### src/rtl/grma_pkg.sv
// Shared types and constants for the glitch-rejecting moving average.
// Used by the front, queue, back and top-level modules.
package grma_pkg;

    localparam int SAMPLE_W = 12;
    localparam int COUNT_W  = 5;
    localparam int SUM_W    = 16;

    localparam int QDEPTH   = 2;
    localparam int QPTR_W   = 1;
    localparam int QCNT_W   = 2;

    localparam int PADDR_W  = 4;
    localparam int PDATA_W  = 32;

    localparam logic [1:0] REG_LOW_FLOOR   = 2'd0;
    localparam logic [1:0] REG_MAX_STEP    = 2'd1;
    localparam logic [1:0] REG_MAX_REJECTS = 2'd2;

    localparam logic [SAMPLE_W-1:0] LOW_FLOOR_RST   = 12'd200;
    localparam logic [SAMPLE_W-1:0] MAX_STEP_RST    = 12'd50;
    localparam logic [COUNT_W-1:0]  MAX_REJECTS_RST = 5'd20;

    typedef struct packed {
        logic [SAMPLE_W-1:0] low_floor;
        logic [SAMPLE_W-1:0] max_step;
        logic [COUNT_W-1:0]  max_rejects;
    } cfg_t;

    typedef struct packed {
        logic [SAMPLE_W-1:0] kept;
        logic                rejected;
    } q_item_t;

    typedef struct packed {
        logic              full;
        logic              empty;
        logic [QCNT_W-1:0] count;
    } q_status_t;

endpackage

### src/rtl/grma_front.sv
// Front end: accepts samples, classifies them and decides the kept value.
// Depends on grma_pkg; pushes classified beats into grma_queue.
module grma_front
    import grma_pkg::*;
(
    input  logic                clk,
    input  logic                rst_n,
    input  cfg_t                cfg,
    input  logic                s_tvalid,
    output logic                s_tready,
    input  logic [SAMPLE_W-1:0] sample,
    input  q_status_t           q_status,
    output logic                push,
    output q_item_t             push_item
);

    logic [SAMPLE_W-1:0] prev_reg;
    logic [SAMPLE_W-1:0] prev_next;
    logic [COUNT_W-1:0]  rej_cnt_reg;
    logic [COUNT_W-1:0]  rej_cnt_next;
    logic [SAMPLE_W-1:0] diff;
    logic                suspect;
    logic                reject;

    assign s_tready = !q_status.full;
    assign push     = s_tvalid && s_tready;

    always_comb
    begin
        diff    = (sample >= prev_reg) ? (sample - prev_reg) : (prev_reg - sample);
        suspect = (sample < cfg.low_floor) || (diff > cfg.max_step);
        reject  = (rej_cnt_reg < cfg.max_rejects) && suspect;

        push_item.rejected = reject;
        push_item.kept     = reject ? prev_reg : sample;

        prev_next    = prev_reg;
        rej_cnt_next = rej_cnt_reg;
        if (push)
        begin
            if (reject)
            begin
                rej_cnt_next = rej_cnt_reg + COUNT_W'(1);
            end
            else
            begin
                rej_cnt_next = '0;
                prev_next    = sample;
            end
        end
    end

    always_ff @(posedge clk or negedge rst_n)
    begin
        if (!rst_n)
        begin
            prev_reg    <= '0;
            rej_cnt_reg <= '0;
        end
        else
        begin
            prev_reg    <= prev_next;
            rej_cnt_reg <= rej_cnt_next;
        end
    end

endmodule

### src/rtl/grma_queue.sv
// Two-entry queue between the classifying front end and the averaging back end.
// Depends on grma_pkg for the entry and status types.
module grma_queue
    import grma_pkg::*;
(
    input  logic      clk,
    input  logic      rst_n,
    input  logic      push,
    input  q_item_t   push_item,
    input  logic      pop,
    output q_item_t   pop_item,
    output q_status_t status
);

    q_item_t           entry_reg [QDEPTH];
    logic [QPTR_W-1:0] wr_ptr_reg;
    logic [QPTR_W-1:0] wr_ptr_next;
    logic [QPTR_W-1:0] rd_ptr_reg;
    logic [QPTR_W-1:0] rd_ptr_next;
    logic [QCNT_W-1:0] count_reg;
    logic [QCNT_W-1:0] count_next;

    assign pop_item     = entry_reg[rd_ptr_reg];
    assign status.count = count_reg;
    assign status.full  = (count_reg == QCNT_W'(QDEPTH));
    assign status.empty = (count_reg == '0);

    always_comb
    begin
        wr_ptr_next = push ? wr_ptr_reg + QPTR_W'(1) : wr_ptr_reg;
        rd_ptr_next = pop  ? rd_ptr_reg + QPTR_W'(1) : rd_ptr_reg;
        count_next  = count_reg;
        if (push && !pop)
        begin
            count_next = count_reg + QCNT_W'(1);
        end
        else if (pop && !push)
        begin
            count_next = count_reg - QCNT_W'(1);
        end
    end

    always_ff @(posedge clk)
    begin
        if (push)
        begin
            entry_reg[wr_ptr_reg] <= push_item;
        end
    end

    always_ff @(posedge clk or negedge rst_n)
    begin
        if (!rst_n)
        begin
            wr_ptr_reg <= '0;
            rd_ptr_reg <= '0;
            count_reg  <= '0;
        end
        else
        begin
            wr_ptr_reg <= wr_ptr_next;
            rd_ptr_reg <= rd_ptr_next;
            count_reg  <= count_next;
        end
    end

endmodule

### src/rtl/grma_back.sv
// Back end: window ring, running sum, divide by WINDOW and output register.
// Depends on grma_pkg; pops beats from grma_queue.
module grma_back
    import grma_pkg::*;
#(
    parameter int WINDOW = 10
)
(
    input  logic                clk,
    input  logic                rst_n,
    input  q_status_t           q_status,
    input  q_item_t             pop_item,
    output logic                pop,
    output logic                m_tvalid,
    input  logic                m_tready,
    output logic [SAMPLE_W-1:0] average,
    output logic [SAMPLE_W-1:0] kept_value,
    output logic                was_rejected
);

    localparam int SLOT_W = (WINDOW > 1) ? $clog2(WINDOW) : 1;
    localparam int SHIFT  = SUM_W + $clog2(WINDOW);
    localparam int MULT_W = SHIFT + 1;
    localparam int PROD_W = SUM_W + MULT_W;
    localparam logic [MULT_W-1:0] MULT = MULT_W'(((2 ** SHIFT) + WINDOW - 1) / WINDOW);

    logic [SAMPLE_W-1:0] ring_reg [WINDOW];
    logic [SLOT_W-1:0]   slot_reg;
    logic [SLOT_W-1:0]   slot_next;
    logic [SUM_W-1:0]    sum_reg;
    logic [SUM_W-1:0]    sum_next;

    logic                a_valid_reg;
    logic                a_valid_next;
    logic [SUM_W-1:0]    a_sum_reg;
    logic [SAMPLE_W-1:0] a_kept_reg;
    logic                a_rej_reg;
    logic                a_adv;

    logic                out_valid_reg;
    logic                out_valid_next;
    logic [SAMPLE_W-1:0] out_avg_reg;
    logic [SAMPLE_W-1:0] out_kept_reg;
    logic                out_rej_reg;
    logic [PROD_W-1:0]   product;

    assign a_adv = a_valid_reg && (!out_valid_reg || m_tready);
    assign pop   = !q_status.empty && (!a_valid_reg || a_adv);

    always_comb
    begin
        sum_next  = sum_reg - SUM_W'(ring_reg[slot_reg]) + SUM_W'(pop_item.kept);
        slot_next = (slot_reg == SLOT_W'(WINDOW - 1)) ? '0 : slot_reg + SLOT_W'(1);

        a_valid_next = a_valid_reg;
        if (pop)
        begin
            a_valid_next = 1'b1;
        end
        else if (a_adv)
        begin
            a_valid_next = 1'b0;
        end

        out_valid_next = out_valid_reg;
        if (a_adv)
        begin
            out_valid_next = 1'b1;
        end
        else if (m_tready)
        begin
            out_valid_next = 1'b0;
        end

        // exact reciprocal: M = ceil(2^SHIFT / WINDOW) covers every 16-bit sum
        product = PROD_W'(a_sum_reg) * PROD_W'(MULT);
    end

    always_ff @(posedge clk or negedge rst_n)
    begin
        if (!rst_n)
        begin
            for (int i = 0; i < WINDOW; i++)
            begin
                ring_reg[i] <= '0;
            end
            slot_reg      <= '0;
            sum_reg       <= '0;
            a_valid_reg   <= 1'b0;
            out_valid_reg <= 1'b0;
        end
        else
        begin
            if (pop)
            begin
                ring_reg[slot_reg] <= pop_item.kept;
                slot_reg           <= slot_next;
                sum_reg            <= sum_next;
            end
            a_valid_reg   <= a_valid_next;
            out_valid_reg <= out_valid_next;
        end
    end

    always_ff @(posedge clk)
    begin
        if (pop)
        begin
            a_sum_reg  <= sum_next;
            a_kept_reg <= pop_item.kept;
            a_rej_reg  <= pop_item.rejected;
        end
        if (a_adv)
        begin
            out_avg_reg  <= product[SHIFT +: SAMPLE_W];
            out_kept_reg <= a_kept_reg;
            out_rej_reg  <= a_rej_reg;
        end
    end

    assign m_tvalid     = out_valid_reg;
    assign average      = out_avg_reg;
    assign kept_value   = out_kept_reg;
    assign was_rejected = out_rej_reg;

endmodule

### src/rtl/glitch_rejecting_moving_average_core.sv
// Glitch-rejecting moving average over one touch-panel ADC axis, one result beat
// per sample beat. While m_tready stays high the sustained rate is one beat per
// clock: the running-sum update in the back end retires one window slot per cycle.
// An accepted sample passes through the queue write, then the sum stage, then the
// divide and output register before its result shows on m_tdata. A two-entry queue
// lets the input keep flowing while a result waits. The window ring is cleared by
// reset, so the average ramps up from zero over the first WINDOW samples.
// Registers: low_floor at 0x0, max_step at 0x4, max_rejects at 0x8; write them only
// while the block is idle.
// Depends on grma_pkg, grma_front, grma_queue and grma_back.
module glitch_rejecting_moving_average_core
    import grma_pkg::*;
#(
    parameter int WINDOW = 10
)
(
    input  logic               clk,
    input  logic               rst_n,
    input  logic               psel,
    input  logic               penable,
    input  logic               pwrite,
    input  logic [PADDR_W-1:0] paddr,
    input  logic [PDATA_W-1:0] pwdata,
    output logic [PDATA_W-1:0] prdata,
    output logic               pready,
    input  logic               s_tvalid,
    output logic               s_tready,
    input  logic [15:0]        s_tdata,   // [11:0] sample, [15:12] zero
    output logic               m_tvalid,
    input  logic               m_tready,
    output logic [23:0]        m_tdata,   // [11:0] average, [23:12] kept_value
    output logic               m_tuser    // [0] was_rejected
);

    cfg_t                cfg_reg;
    cfg_t                cfg_next;
    logic                cfg_wr;
    logic [1:0]          reg_idx;

    logic                push;
    q_item_t             push_item;
    logic                pop;
    q_item_t             pop_item;
    q_status_t           q_status;
    logic [SAMPLE_W-1:0] average;
    logic [SAMPLE_W-1:0] kept_value;
    logic                was_rejected;

    assign pready  = 1'b1;
    assign reg_idx = paddr[3:2];
    assign cfg_wr  = psel && penable && pwrite && pready;

    always_comb
    begin
        cfg_next = cfg_reg;
        if (cfg_wr)
        begin
            case (reg_idx)
                REG_LOW_FLOOR:   cfg_next.low_floor   = pwdata[SAMPLE_W-1:0];
                REG_MAX_STEP:    cfg_next.max_step    = pwdata[SAMPLE_W-1:0];
                REG_MAX_REJECTS: cfg_next.max_rejects = pwdata[COUNT_W-1:0];
                default:         cfg_next = cfg_reg;
            endcase
        end

        case (reg_idx)
            REG_LOW_FLOOR:   prdata = PDATA_W'(cfg_reg.low_floor);
            REG_MAX_STEP:    prdata = PDATA_W'(cfg_reg.max_step);
            REG_MAX_REJECTS: prdata = PDATA_W'(cfg_reg.max_rejects);
            default:         prdata = '0;
        endcase
    end

    always_ff @(posedge clk or negedge rst_n)
    begin
        if (!rst_n)
        begin
            cfg_reg.low_floor   <= LOW_FLOOR_RST;
            cfg_reg.max_step    <= MAX_STEP_RST;
            cfg_reg.max_rejects <= MAX_REJECTS_RST;
        end
        else
        begin
            cfg_reg <= cfg_next;
        end
    end

    grma_front u_front
    (
        .clk       (clk),
        .rst_n     (rst_n),
        .cfg       (cfg_reg),
        .s_tvalid  (s_tvalid),
        .s_tready  (s_tready),
        .sample    (s_tdata[SAMPLE_W-1:0]),
        .q_status  (q_status),
        .push      (push),
        .push_item (push_item)
    );

    grma_queue u_queue
    (
        .clk       (clk),
        .rst_n     (rst_n),
        .push      (push),
        .push_item (push_item),
        .pop       (pop),
        .pop_item  (pop_item),
        .status    (q_status)
    );

    grma_back #(
        .WINDOW (WINDOW)
    ) u_back
    (
        .clk          (clk),
        .rst_n        (rst_n),
        .q_status     (q_status),
        .pop_item     (pop_item),
        .pop          (pop),
        .m_tvalid     (m_tvalid),
        .m_tready     (m_tready),
        .average      (average),
        .kept_value   (kept_value),
        .was_rejected (was_rejected)
    );

    assign m_tdata = {kept_value, average};
    assign m_tuser = was_rejected;

    a_queue_no_underflow: assert property (@(posedge clk) disable iff (!rst_n)
        pop |-> !q_status.empty)
        else $error("queue popped while empty");

    a_queue_no_overflow: assert property (@(posedge clk) disable iff (!rst_n)
        push |-> !q_status.full)
        else $error("queue pushed while full");

    a_queue_count_bound: assert property (@(posedge clk) disable iff (!rst_n)
        q_status.count <= QCNT_W'(QDEPTH))
        else $error("queue count beyond depth");

    a_queue_count_track: assert property (@(posedge clk) disable iff (!rst_n)
        (push && !pop) |=> (q_status.count == $past(q_status.count) + QCNT_W'(1)))
        else $error("queue count did not follow a push");

endmodule

### config.mk
export PLATFORM = sky130hd
export DESIGN_NAME = glitch_rejecting_moving_average_core
export DESIGN_NICKNAME = d
export VERILOG_FILES = /design/src/rtl/grma_pkg.sv /design/src/rtl/grma_front.sv /design/src/rtl/grma_queue.sv /design/src/rtl/grma_back.sv /design/src/rtl/glitch_rejecting_moving_average_core.sv
export SDC_FILE = /design/constraint.sdc
export NUM_CORES = 1
export LEC_CHECK = 0
export BUFFER_PORTS_ARGS = -buffer_cell sky130_fd_sc_hd__buf_2
export CORE_MARGIN = 2
export CORE_UTILIZATION = 45
export CTS_BUF_LIST = sky130_fd_sc_hd__clkbuf_8
export CTS_CLUSTER_DIAMETER = 60
export DETAILED_ROUTE_END_ITERATION = 8
export PLACE_DENSITY = 0.72
export SLEW_MARGIN = 40
export SYNTH_ARGS = -nofsm -noshare
export SYNTH_HDL_FRONTEND = slang
export SYNTH_SLANG_ARGS = --single-unit
### constraint.sdc
create_clock -name clk -period 6.7 [get_ports clk]
set_clock_uncertainty 0.05 [all_clocks]
set_input_delay 0.335 -clock clk [delete_from_list [all_inputs] [get_ports clk]]
set_output_delay 0.335 -clock clk [all_outputs]
set_load 0.005 [all_outputs]
Yosys cells after proc, flatten, opt, wreduce, memory -nomap -nowiden
Memories as Yosys holds them, arrays and structs flattened.
Cells that the tools add are included.

storage, ports and cells
  memory bits (writable) = 26
  input port bits = 59
  memories kept = 1
  bits in registers = 246

memories
  memory             depth  width  read ports  clocked after memory_dff  wr ports  RTL line          source
  u_queue.entry_reg  2      13     1           0                         1         grma_queue.sv:15  q_item_t entry_reg [QDEPTH];

operators by class
  multiply operators = 1
  reduce and logical (&&, ||, !) cells = 26
  order comparisons = 6
  bitwise logic cells = 1
  eq/ne operators = 4
  add/subtract/negate cells = 10
  mux-type cells = 19

operators with widths
  operator                                                                       count
  120-bit bitwise mux                                                            1
  12-bit 2-to-1 mux                                                              5
  12-bit binary-select mux with 4-bit select                                     1
  12-bit demux with 4-bit select                                                 1
  12-bit case mux with 3 select lines                                            1
  16-bit by 16-bit multiplier with 31-bit output (second input constant)         1
  12-bit subtractor                                                              2
  16-bit by 12-bit adder with 16-bit output                                      1
  16-bit by 12-bit subtractor with 16-bit output                                 1
  12-bit >= comparator                                                           1
  12-bit > comparator                                                            1
  12-bit less-than comparator                                                    1
  1-bit logical AND                                                              9
  1-bit zero test                                                                6
  1-bit 2-to-1 mux                                                               6
  2-bit AND reduction                                                            3
  2-bit nonzero test                                                             3
  5-bit by 1-bit adder with 5-bit output (second input constant)                 1
  5-bit >= comparator (second input constant)                                    1
  5-bit by 1-bit less-than comparator with 1-bit output (second input constant)  1
  5-bit less-than comparator                                                     1
  5-bit 2-to-1 mux                                                               1
  4-bit inverter with 5-bit output                                               1
  4-bit by 1-bit adder with 4-bit output (second input constant)                 1
  other kinds (10)                                                               16

Longest topological paths before layout
  depth in word-level cells = 8
  mapped depth = 23
  mapped depth without buffers = 21

Cells and area by module
From an unflattened synthesis, not the netlist that was laid out.

unflattened totals
  cells, all modules = 1,654
  area total of the unflattened synthesis = 18,761.7 um^2

by module, submodules not included
  module                                area an instance (um^2)  times used  cells an instance  sequential area each (um^2)
  grma_back                             13,621.8                 1           1,157              5,175.0
  grma_front                            2,484.9                  1           321                425.4
  glitch_rejecting_moving_average_core  1,530.2                  1           120                735.7
  grma_queue                            1,124.8                  1           56                 880.8

Least setup slack after synthesis
OpenSTA, ideal clock, no wires.

  path type = flip-flop to flip-flop
  start point = register u_back.a_sum_reg[3]
  end point = register u_back.out_avg_reg[11], in the netlist u_back.average[11] (data pin)
  required time = 6.390 ns
  setup slack = 1.121 ns
  path buffers = 0
  data arrival time = 5.269 ns
  cell stages (with the launch flop) = 20
  setup time = 0.260 ns
  clock period less this slack = 5.579 ns
  path through = edfxtp_1 ha_1 inv_1 fa_1 inv_1 fa_1 fa_1 fa_1 inv_1 fa_1 inv_1 ha_1 a21oi_1 nand2_1 a211o_1 a221o_1 o2111ai_1 nand3_1 a31oi_1 xnor2_1

between the ends
  word-level cells in the longest chain between the ends = 1

ends and longest elaborated chain
  item                                            RTL line          source
  from (decl)                                     grma_back.sv:35   logic [SUM_W-1:0] a_sum_reg;
  from (signal assigned)                          grma_back.sv:109  a_sum_reg <= sum_next;
  16-bit by 16-bit multiplier with 31-bit output  grma_back.sv:76   product = PROD_W'(a_sum_reg) * PROD_W'(MULT);
  named net u_back.product[31]                    grma_back.sv:45   logic [PROD_W-1:0] product;
  to (signal assigned)                            grma_back.sv:115  out_avg_reg <= product[SHIFT +: SAMPLE_W];
  to (decl)                                       grma_back.sv:42   logic [SAMPLE_W-1:0] out_avg_reg;

The timed path passes the listed nets, and every way through them passes these cells.
A chain may end at the register's enable or synchronous reset.

Final worst setup path
  start point = register u_back.a_sum_reg[2]
  end point = register u_back.out_avg_reg[5], in the netlist u_back.average[5] (data pin)

The elaborated chain is that of the path after synthesis.

==> results.yml <==
outcome:
  status: "finished, final reports clean"
synth:
  synth_cell_types: 61
  seq_area_frac_synth: 0.398
  ys_seq_elements: 272
  netlist_instances: 1738
  syn_avg_cell_area_um2: 10.4
  synth-edff-count: 80
  synth_top_flop_cell: "dfrtp_1"
  synthArstFlopShare: 0.706
  syn-cell-area_mm2: 0.0181
  ys_warn_count: 0
clock_tree:
  numCtsBuffers: 48
  clk_latency_ps: 610
  cts_setup_buffers: 0
  post_cts_resized: 0
  clock_path_buffers: 3
  tritoncts: "built"
  cts.sinks: 272
  htree_levels: 2
  cts_root_buf: "clkbuf_8"
  clk_pin_slew_ps: 60
routing:
  drt_wl_total_mm: 38.2
  drc: 0
  detail-route-antenna-nets: 0
  vias: 12300
  routedWlPerCell_um: 15.9
  drtIter0Drc: 665
  firstDrtPassIters: 7
  vias_per_cell: 5.11
die:
  die_y_um: 205
  io-pin-count: 119
  die_x_um: 205
  dieArea_mm2: 0.0419
  coreArea_mm2: 0.0397
  row_count: 73
  initial_utilization: 0.457
timing:
  drv_slew: 0
  max_freq_mhz: 166
  setup_violations: 0
  period_share: 0.899
  rsz0062_at_grt: "no"
  finalSetupTns_ps: 0
  final.min_clock_period_ps: 6030
  relSlewSlack: 0.468
  tightest_slew_ps: 798
  whs_ps: 55.5
  finalHoldViolCount: 0
critical_path:
  worstPathCellList: "ha_1, inv_1, fa_1, inv_1, fa_1, fa_1, fa_1, inv_1, fa_1, inv_1, ha_1, nand4_1, or2_2, nor3b_1, nor2_1, o21ai_0, a21oi_1, xnor2_1"
  cp-start-kind: "register"
  slowest_delay_ps: 540
  cp_max_fo: 5
  cp_common_cell: "fa_1"
  crit_slowest_cell: "fa_1"
  worstPathRequired_ps: 7010
  critPathKind: "register to register"
  arrival_ps: 6330
  cp-end-kind: "register"
layout:
  largest_reg_flops: 120
  drive_above_1_share: 0.128
  final_cells: 2398
  nNetsFinal: 2185
  final_area_mm2: 0.0202
  antenna_cells: 0
  area_delta_synth_final_pct: 11.6
grt:
  antenna_found_initial: 0
  grt_pass1_vias: 12700
  grt_max_degree: 113
  grt_pass1_wl_mm: 63.0
  overflow: 0
  grt.total_usage: 0.189
placement:
  hpwl_mm: 28.3
  gp_congestion: 0.890
  placedCellCount: 2291
  postPlaceCellArea_mm2: 0.0191
  numPortBuffers: 71
min_path:
  hold_class: "input pin to register"
flow_run:
  cap_violations: 0
## synth_stat cells (all sizes together), types with 5 or more instances
master | instances | area (µm²)
nor2b | 11 | 68.8
clkbuf | 62 | 233
nand3 | 14 | 70.1
dfstp | 8 | 210
xnor2 | 32 | 280
a211oi | 5 | 37.5
nor3 | 13 | 70.1
nand2 | 138 | 518
a211o | 5 | 43.8
and2 | 7 | 43.8
ha | 193 | 2410
dfrtp | 184 | 4600
inv | 277 | 1040
mux4 | 24 | 541
xor2 | 16 | 140
fa | 94 | 1880
nand2b | 14 | 87.6
nor2 | 98 | 370
mux2i | 67 | 671
nor3b | 5 | 37.5
o21ai | 134 | 671
a31oi | 5 | 46.3
a21o | 27 | 203
nand4 | 8 | 50.1
buf | 29 | 206
mux2 | 15 | 169
a21oi | 113 | 569
a22oi | 13 | 97.6
edfxtp | 80 | 2400
## repair_timing
item	in CTS	in global routing
hold buffers	23	0
hold endpoints to repair	151	0
setup endpoints to repair	0	0
## kinds of logic after synthesis
group / share of synthesized area
AND/OR/NAND/NOR: 0.0781
multiplexers: 0.0761
other: 0.000414
adder cells (fa/ha/maj): 0.237
buffers and inverters: 0.0815
AO/OA/AOI/OAI: 0.106
flip-flops: 0.398
XOR/XNOR: 0.0232
## worst paths after layout
check / start / slack [ps] / depth (start not counted) / end
min in group asynchronous: rst_n / 290 / 2 / u_back.ring_reg[100]$_DFFE_PN0P_
max in group asynchronous: rst_n / 5180 / 3 / u_back.ring_reg[83]$_DFFE_PN0P_
setup / recovery: u_back.a_sum_reg[2]$_DFFE_PP_ / 670 / 18 / u_back.average[5]$_DFFE_PP_
hold reg to reg: u_back.a_kept_reg[1]$_DFFE_PP_ / 370 / 0 / u_back.kept_value[1]$_DFFE_PP_
hold / removal: s_tdata[4] / 60 / 3 / u_front.prev_reg[4]$_DFFE_PN0P_
setup reg to reg: u_back.a_sum_reg[2]$_DFFE_PP_ / 670 / 18 / u_back.average[5]$_DFFE_PP_
## critical path: cells and delay by family (launching register included)
family,cells,cell delay [ps]
AOI/OAI and AO/OA,2,430
xor gates and xnor gates,1,130
DFF,1,480
adders and majority gates,7,3370
buffers and inverters,4,230
and+or+nand+nor,4,1080
## per-stage QoR
stage / utilization / setup slack (ps)
2_1_floorplan: - / 1120
3_3_place_gp: 0.479 / 719
3_5_place_dp: 0.480 / 691
4_1_cts: 0.509 / 679
5_1_grt: 0.509 / 350
6_report: 0.509 / 674
## cell usage in the layout (no fill, tap or decap), drive strengths merged, types with 21 or more instances in the layout
master         n
dfrtp        184
conb          21
nor2          98
xnor2         32
a21oi        113
nand2        138
fa            94
clkbuf        58
o21ai        134
buf           98
edfxtp        80
a21o          27
ha           193
inv          292
mux2i         67
mux4          24
dlygate4sd3   23
## cell type report
| cell class | count | area [µm²] |
|---|---|---|
| inverter | 277 | 1040 |
| fill | 3534 | 19500 |
| timing repair buffer | 123 | 830 |
| multi-input combinational | 1117 | 9560 |
| tap | 525 | 657 |
| clock buffer | 56 | 771 |
| clock inverter | 28 | 156 |
| sequential | 272 | 7220 |
## layer usage
metal | track usage | vias to the layer above | share of wire
met5 | 0 | - | 0
met1 | 0.236 | 5999 | 0.44
met3 | 0.0272 | 73 | 0.032
met2 | 0.333 | 202 | 0.50
li1 | - | 5981 | -
met4 | 0.0652 | 0 | 0.026
Power is not shown: default switching activity piles up to over one toggle a cycle in this logic, so the estimate is an artifact.
